### src/hw/rtl/ghash_pkg.sv
// GHASH accumulator package: widths, register index codes, FSM encoding
// and the one-bit GF(2^128) multiply step used by the digit-serial multiplier.
// No dependencies.
`default_nettype none

package ghash_pkg;

   localparam int HalfW      = 64;
   localparam int BlockW     = 2 * HalfW;
   localparam int BlockBytes = 16;
   localparam int CountW     = 5;
   localparam int DigitW     = 8;
   localparam int DigitCount = BlockW / DigitW;
   localparam int DigitIdxW  = $clog2(DigitCount);
   localparam int CsrIndexW  = 2;

   // reduction constant, reflected bit order
   localparam logic [BlockW-1:0] GhashR = {8'hE1, {(BlockW - 8){1'b0}}};

   typedef enum logic [CsrIndexW-1:0] {
      CSR_KEY_HIGH   = 2'd0,
      CSR_KEY_LOW    = 2'd1,
      CSR_START_HIGH = 2'd2,
      CSR_START_LOW  = 2'd3
   } csr_index_type;

   typedef enum logic [2:0] {
      ST_IDLE = 3'b001,
      ST_BUSY = 3'b010,
      ST_HOLD = 3'b100
   } state_type;

   typedef struct packed {
      logic [BlockW-1:0] r;
      logic [BlockW-1:0] v;
   } mul_pair_type;

   // one iteration: conditional accumulate, then V = V * x mod P
   function automatic mul_pair_type ghash_bit_step(mul_pair_type cur, logic b);
      mul_pair_type nxt;
      nxt.r = b ? (cur.r ^ cur.v) : cur.r;
      nxt.v = {1'b0, cur.v[BlockW-1:1]};
      if (cur.v[0]) begin
         nxt.v = nxt.v ^ GhashR;
      end
      return nxt;
   endfunction

endpackage

`default_nettype wire

### src/hw/rtl/ghash_csr.sv
// GHASH configuration registers: hash key and start value.
// Depends on ghash_pkg.
`default_nettype none

module ghash_csr (
   input  logic                            clock,
   input  logic                            reset,
   input  logic                            csr_we,
   input  logic [ghash_pkg::CsrIndexW-1:0] csr_index,
   input  logic [ghash_pkg::HalfW-1:0]     csr_wdata,
   output logic [ghash_pkg::BlockW-1:0]    key,
   output logic [ghash_pkg::BlockW-1:0]    start
);
   import ghash_pkg::*;

   logic [HalfW-1:0] key_high_ff, key_low_ff, start_high_ff, start_low_ff;
   csr_index_type    idx;

   assign idx = csr_index_type'(csr_index);

   always_ff @(posedge clock) begin
      if (reset) begin
         key_high_ff   <= '0;
         key_low_ff    <= '0;
         start_high_ff <= '0;
         start_low_ff  <= '0;
      end else if (csr_we) begin
         unique case (idx)
            CSR_KEY_HIGH:   key_high_ff   <= csr_wdata;
            CSR_KEY_LOW:    key_low_ff    <= csr_wdata;
            CSR_START_HIGH: start_high_ff <= csr_wdata;
            CSR_START_LOW:  start_low_ff  <= csr_wdata;
            default: ;
         endcase
      end
   end

   assign key   = {key_high_ff, key_low_ff};
   assign start = {start_high_ff, start_low_ff};

endmodule

`default_nettype wire

### src/hw/rtl/ghash_mul.sv
// Digit-serial GF(2^128) multiplier, 8 bits of X per cycle.
// Depends on ghash_pkg (bit step function, constants).
`default_nettype none

module ghash_mul (
   input  logic                         clock,
   input  logic                         reset,
   input  logic                         start,
   input  logic [ghash_pkg::BlockW-1:0] x,
   input  logic [ghash_pkg::BlockW-1:0] h,
   output logic                         done,
   output logic [ghash_pkg::BlockW-1:0] z
);
   import ghash_pkg::*;

   logic                 busy_ff, busy_in;
   logic                 done_ff, done_in;
   logic [DigitIdxW-1:0] digit_ff, digit_in;
   logic [BlockW-1:0]    x_ff, x_in;
   mul_pair_type         acc_ff, acc_in;
   mul_pair_type         stage [DigitW+1];

   // eight chained bit steps, X taken MSB first
   always_comb begin
      stage[0] = acc_ff;
      for (int k = 0; k < DigitW; k++) begin
         stage[k+1] = ghash_bit_step(stage[k], x_ff[BlockW-1-k]);
      end
   end

   always_comb begin
      busy_in  = busy_ff;
      done_in  = 1'b0;
      digit_in = digit_ff;
      x_in     = x_ff;
      acc_in   = acc_ff;
      if (start) begin
         busy_in  = 1'b1;
         digit_in = '0;
         x_in     = x;
         acc_in.r = '0;
         acc_in.v = h;
      end else if (busy_ff) begin
         acc_in   = stage[DigitW];
         x_in     = {x_ff[BlockW-DigitW-1:0], {DigitW{1'b0}}};
         digit_in = digit_ff + 1'b1;
         if (digit_ff == DigitIdxW'(DigitCount - 1)) begin
            busy_in = 1'b0;
            done_in = 1'b1;
         end
      end
   end

   always_ff @(posedge clock) begin
      if (reset) begin
         busy_ff  <= 1'b0;
         done_ff  <= 1'b0;
         digit_ff <= '0;
      end else begin
         busy_ff  <= busy_in;
         done_ff  <= done_in;
         digit_ff <= digit_in;
      end
      x_ff   <= x_in;
      acc_ff <= acc_in;
   end

   assign done = done_ff;
   assign z    = acc_ff.r;

endmodule

`default_nettype wire

### src/hw/rtl/ghash_accumulator_core.sv
// GHASH accumulator top level. An item with a nonzero byte count occupies the core through
// the digit-serial multiply (one 8-bit digit per cycle) and a writeback of the product.
// An item with zero byte count needs no multiply. A last item then passes through ST_HOLD,
// which moves the accumulator into the result register and raises rsp_valid once the result
// slot is free. Synchronous active-high reset clears key, start, accumulator, control.
// Depends on ghash_pkg, ghash_csr, ghash_mul.
`default_nettype none

module ghash_accumulator_core (
   input  logic                            clock,
   input  logic                            reset,
   input  logic                            csr_we,
   input  logic [ghash_pkg::CsrIndexW-1:0] csr_index,
   input  logic [ghash_pkg::HalfW-1:0]     csr_wdata,
   input  logic                            req_valid,
   output logic                            req_ready,
   input  logic [ghash_pkg::HalfW-1:0]     req_block_high,
   input  logic [ghash_pkg::HalfW-1:0]     req_block_low,
   input  logic [ghash_pkg::CountW-1:0]    req_byte_count,
   input  logic                            req_first_block,
   input  logic                            req_last_block,
   output logic                            rsp_valid,
   input  logic                            rsp_ready,
   output logic [ghash_pkg::HalfW-1:0]     rsp_hash_high,
   output logic [ghash_pkg::HalfW-1:0]     rsp_hash_low
);
   import ghash_pkg::*;

   state_type         state_ff, state_in;
   logic [BlockW-1:0] acc_ff, acc_in;
   logic [BlockW-1:0] hash_ff, hash_in;
   logic              rsp_valid_ff, rsp_valid_in;
   logic              last_ff, last_in;
   logic [BlockW-1:0] key, start;
   logic [BlockW-1:0] req_block;
   logic [BlockW-1:0] acc_base, data_masked, operand;
   logic              req_beat, mul_start, mul_done;
   logic [BlockW-1:0] mul_z;

   ghash_csr u_csr (
      .clock     (clock),
      .reset     (reset),
      .csr_we    (csr_we),
      .csr_index (csr_index),
      .csr_wdata (csr_wdata),
      .key       (key),
      .start     (start)
   );

   ghash_mul u_mul (
      .clock (clock),
      .reset (reset),
      .start (mul_start),
      .x     (operand),
      .h     (key),
      .done  (mul_done),
      .z     (mul_z)
   );

   assign req_block = {req_block_high, req_block_low};

   // bytes at or past the count read as zero; counts above 16 keep all bytes
   always_comb begin
      for (int j = 0; j < BlockBytes; j++) begin
         data_masked[BlockW-1-8*j -: 8] =
            (CountW'(j) < req_byte_count) ? req_block[BlockW-1-8*j -: 8] : 8'h00;
      end
   end

   assign acc_base  = req_first_block ? start : acc_ff;
   assign operand   = acc_base ^ data_masked;
   assign req_ready = (state_ff == ST_IDLE);
   assign req_beat  = req_valid && req_ready;
   assign mul_start = req_beat && (req_byte_count != '0);

   always_comb begin
      state_in     = state_ff;
      acc_in       = acc_ff;
      hash_in      = hash_ff;
      last_in      = last_ff;
      rsp_valid_in = rsp_valid_ff && !rsp_ready;
      unique case (state_ff)
         ST_IDLE: begin
            if (req_beat) begin
               acc_in  = acc_base;
               last_in = req_last_block;
               if (req_byte_count != '0) begin
                  state_in = ST_BUSY;
               end else if (req_last_block) begin
                  state_in = ST_HOLD;
               end
            end
         end
         ST_BUSY: begin
            if (mul_done) begin
               acc_in   = mul_z;
               state_in = last_ff ? ST_HOLD : ST_IDLE;
            end
         end
         ST_HOLD: begin
            // wait until the result slot is free
            if (!rsp_valid_ff || rsp_ready) begin
               hash_in      = acc_ff;
               rsp_valid_in = 1'b1;
               state_in     = ST_IDLE;
            end
         end
         default: begin
            state_in = ST_IDLE;
         end
      endcase
   end

   always_ff @(posedge clock) begin
      if (reset) begin
         state_ff     <= ST_IDLE;
         acc_ff       <= '0;
         rsp_valid_ff <= 1'b0;
         last_ff      <= 1'b0;
      end else begin
         state_ff     <= state_in;
         acc_ff       <= acc_in;
         rsp_valid_ff <= rsp_valid_in;
         last_ff      <= last_in;
      end
      hash_ff <= hash_in;
   end

   assign rsp_valid     = rsp_valid_ff;
   assign rsp_hash_high = hash_ff[BlockW-1:HalfW];
   assign rsp_hash_low  = hash_ff[HalfW-1:0];

   a_done_in_busy: assert property (@(posedge clock) disable iff (reset)
      mul_done |-> (state_ff == ST_BUSY))
      else $error("multiplier finished outside busy state");

   a_hold_acc_stable: assert property (@(posedge clock) disable iff (reset)
      (state_ff == ST_HOLD) |=> $stable(acc_ff))
      else $error("accumulator changed while result pending");

   a_rsp_from_hold: assert property (@(posedge clock) disable iff (reset)
      $rose(rsp_valid_ff) |-> ($past(state_ff) == ST_HOLD))
      else $error("result raised without hold state");

endmodule

`default_nettype wire
### config.mk
export PLATFORM = sky130hd
export DESIGN_NAME = ghash_accumulator_core
export DESIGN_NICKNAME = d
export VERILOG_FILES = /design/src/hw/rtl/ghash_pkg.sv /design/src/hw/rtl/ghash_csr.sv /design/src/hw/rtl/ghash_mul.sv /design/src/hw/rtl/ghash_accumulator_core.sv
export SDC_FILE = /design/constraint.sdc
export NUM_CORES = 2
export LEC_CHECK = 0
export BUFFER_PORTS_ARGS = -buffer_cell sky130_fd_sc_hd__buf_2
export CORE_MARGIN = 3
export CORE_UTILIZATION = 50
export DETAILED_ROUTE_END_ITERATION = 7
export PLACE_DENSITY = 0.69
export SYNTH_ARGS = -nofsm -noshare
export SYNTH_HDL_FRONTEND = slang
export SYNTH_HIERARCHICAL = 1
export SYNTH_SLANG_ARGS = --single-unit
### constraint.sdc
create_clock -name clock -period 8.34 [get_ports clock]
set_input_delay 0.417 -clock clock [delete_from_list [all_inputs] [get_ports clock]]
set_output_delay 0.417 -clock clock [all_outputs]
set_load 0.02 [all_outputs]
==> reports/metrics.cfg <==
[outcome]
outcome=finished clean

[setup_path]
crit_type=reg2reg
worstPathArrival_ps=4480
cp-end-kind=register
cp.required_ps=8920
slowest_stage=edfxtp_1
start_kind=register
path_cells=buf_4, buf_4, nand2_1, xor2_1, xnor2_1, xnor2_1, or3_1, a21oi_1
reg2reg_slack_ps=4440
cp_max_fo=65
slowest_delay_ps=1140

[synth]
synthFlopType=dfxtp_1
synth_edf_count=384
ys_warn_count=6
yosysSeqAreaShare=0.407
syn-mean-instance-area_um2=9.47
syn_area_um2=54100
ys_async_sr_fraction=0
ys_ff_latch=907
netlist-cell-type-count=57
netlist_instances=5710
synth.net_count=5917

[layout]
nNetsFinal=5777
postLayoutCoreUtil=0.541
drive_above_1_share=0.161
fill_cells=9478
post-route-cell-area_um2=58000
final_common_cell=nand2_1
multiInputGateArea_um2=29000
most-common-layout-cells=nand2_1, xnor2_1, dfxtp_1
final-seq-area_um2=22000
syn_to_final_growth_pct=7.23

[routing]
drt_iter0_drc=4762
first_pass_iters=6
drt_wl_total_um=171000
avgViaCountPerCell=5.75
post-route-drc-count=0
ant_nets=0
wire_per_inst_um=24.2
vias=40636

[clock_network]
cts_sinks=907
htreeDepth=3
cts_made_buffers=92
cts_root_buf=clkbuf_16
clock_latency_ps=670
max-clock-path-buffers=3
cts_tree=done
path_clk_slew_ps=60

[floorplan]
initial_core_util=0.505
die-area_um2=112000
pin_count=336
die_w_um=335
rows=120
coreArea_um2=107000
die_y_um=335

[sta]
fin_crit_sh=0.468
min_period_ps=3900
finClkSkew_ps=24.5
tightestPinTransition_ps=1290
setup_tns_ps=0
clock.fmax_ghz=0.256
hold_viol=0
max_slew_margin=0.137
holdWs_ps=72.3
slew_violations=0
rsz0062_at_grt=false
setup_viol=0

[global_routing]
grt_usage=0.295
antenna_found_initial=14
grt_pass1_vias=37123
grt-ovfl-total=0
grt_start_max_net_pins=173
grt_pass1_wl_um=250000

[power_and_ir_drop]
vdd_ir_drop_max_mv=0.175
p_leak_uw=0.0221
power_density_nw_per_um2=332

[job]
drv_cap=0

[place]
port-buffer-count=335
hpwl_um=114000
place_area_um2=54900
gp_congestion=0.913

[hold_path]
hold_path.class=in2reg

-- metrics by stage --
step           worst slack [ps]  std cells  power (uW)
2_1_floorplan              2340       5710       13200
3_3_place_gp               3950       6878       14800
3_5_place_dp               3910       6878       15000
4_1_cts                    4580       7048       19200
5_1_grt                    4340       7053       20200
6_report                   4440       7064       19300
-- power breakdown --
group          internal (uW)  switching, uW
sequential              5570           1090
combinational           3810           4620
clock                   2400           1800
-- cell families after synthesis --
logic type | Yosys count | share of synthesized area
AND/OR/NAND/NOR | 1928 | 0.166
XOR/XNOR | 1038 | 0.173
flip-flops | 907 | 0.407
buffers and inverters | 635 | 0.0585
multiplexers | 635 | 0.123
AO/OA/AOI/OAI | 566 | 0.0724
adder cells (fa/ha/maj) | 1 | 0.000231
-- layer usage --
layer	share of wire	track usage	wire length [um]
met1	0.42	0.415	72300
met2	0.43	0.424	72600
met3	0.098	0.0680	16700
met4	0.053	0.145	9030
met5	0.00036	0	62
-- path summary, 6_finish.rpt --
path,from,endpoint,cells after the start
worst max-delay path,u_mul/x_ff[126]$_DFFE_PP_,u_mul/z[0]$_SDFFE_PP0P_,8
worst min-delay path,rsp_ready,rsp_valid$_SDFF_PP0_,3
worst max register to register,u_mul/x_ff[126]$_DFFE_PP_,u_mul/z[0]$_SDFFE_PP0P_,8
worst min register to register,acc_ff[8]$_SDFFE_PP0P_,hash_ff[8]$_DFFE_PP_,0
-- flip-flops by register name (all words and copies together), names as in the netlist, 4 cells and up --
signal / flops
acc_ff: 128
hash_ff: 128
u_csr/key_high_ff: 64
u_csr/start_low_ff: 64
u_mul/digit_ff: 4
u_mul/x_ff: 128
u_csr/key_low_ff: 64
u_mul/z: 128
u_mul/acc_ff: 128
u_csr/start_high_ff: 64
-- cell usage after synthesis (all sizes together), types with 137 or more instances --
library cell,count,area (um^2)
nand2,1148,4310
xnor2,639,5600
dfxtp,523,10500
mux2i,392,3920
edfxtp,384,11500
xor2,383,3380
clkbuf,334,1250
nand2b,329,2060
buf,289,1860
o21ai,250,1250
mux2,243,2740
nor2,152,571
a21oi,137,686
-- what timing repair did --
| item | 4_1_cts | 5_1_grt |
|---|---|---|
| hold buffers | 1 | 0 |
| gates resized for setup | 0 | 0 |
| hold endpoints to repair | 1 | 0 |
| setup buffers | 0 | 0 |
-- area by class of cell --
type / instances / area share
clock inverters: 45 / 0.00736
repair buffers: 389 / 0.0372
well taps: 1403 / 0.0303
multi-input cells: 4168 / 0.500
flip-flops and latches: 907 / 0.379
inverters: 12 / 0.000820
clock buffers: 124 / 0.0446
diodes: 16 / 0.000690
-- critical path: cells and delay by family (launching register included) --
family	cells	cell delay, ps
AO/OA/AOI/OAI	1	130
XOR/XNOR	3	560
AND/OR/NAND/NOR	2	510
flip-flops	1	1140
buffers and inverters	2	1370
Note: power is estimated with default switching activity, not from simulation.
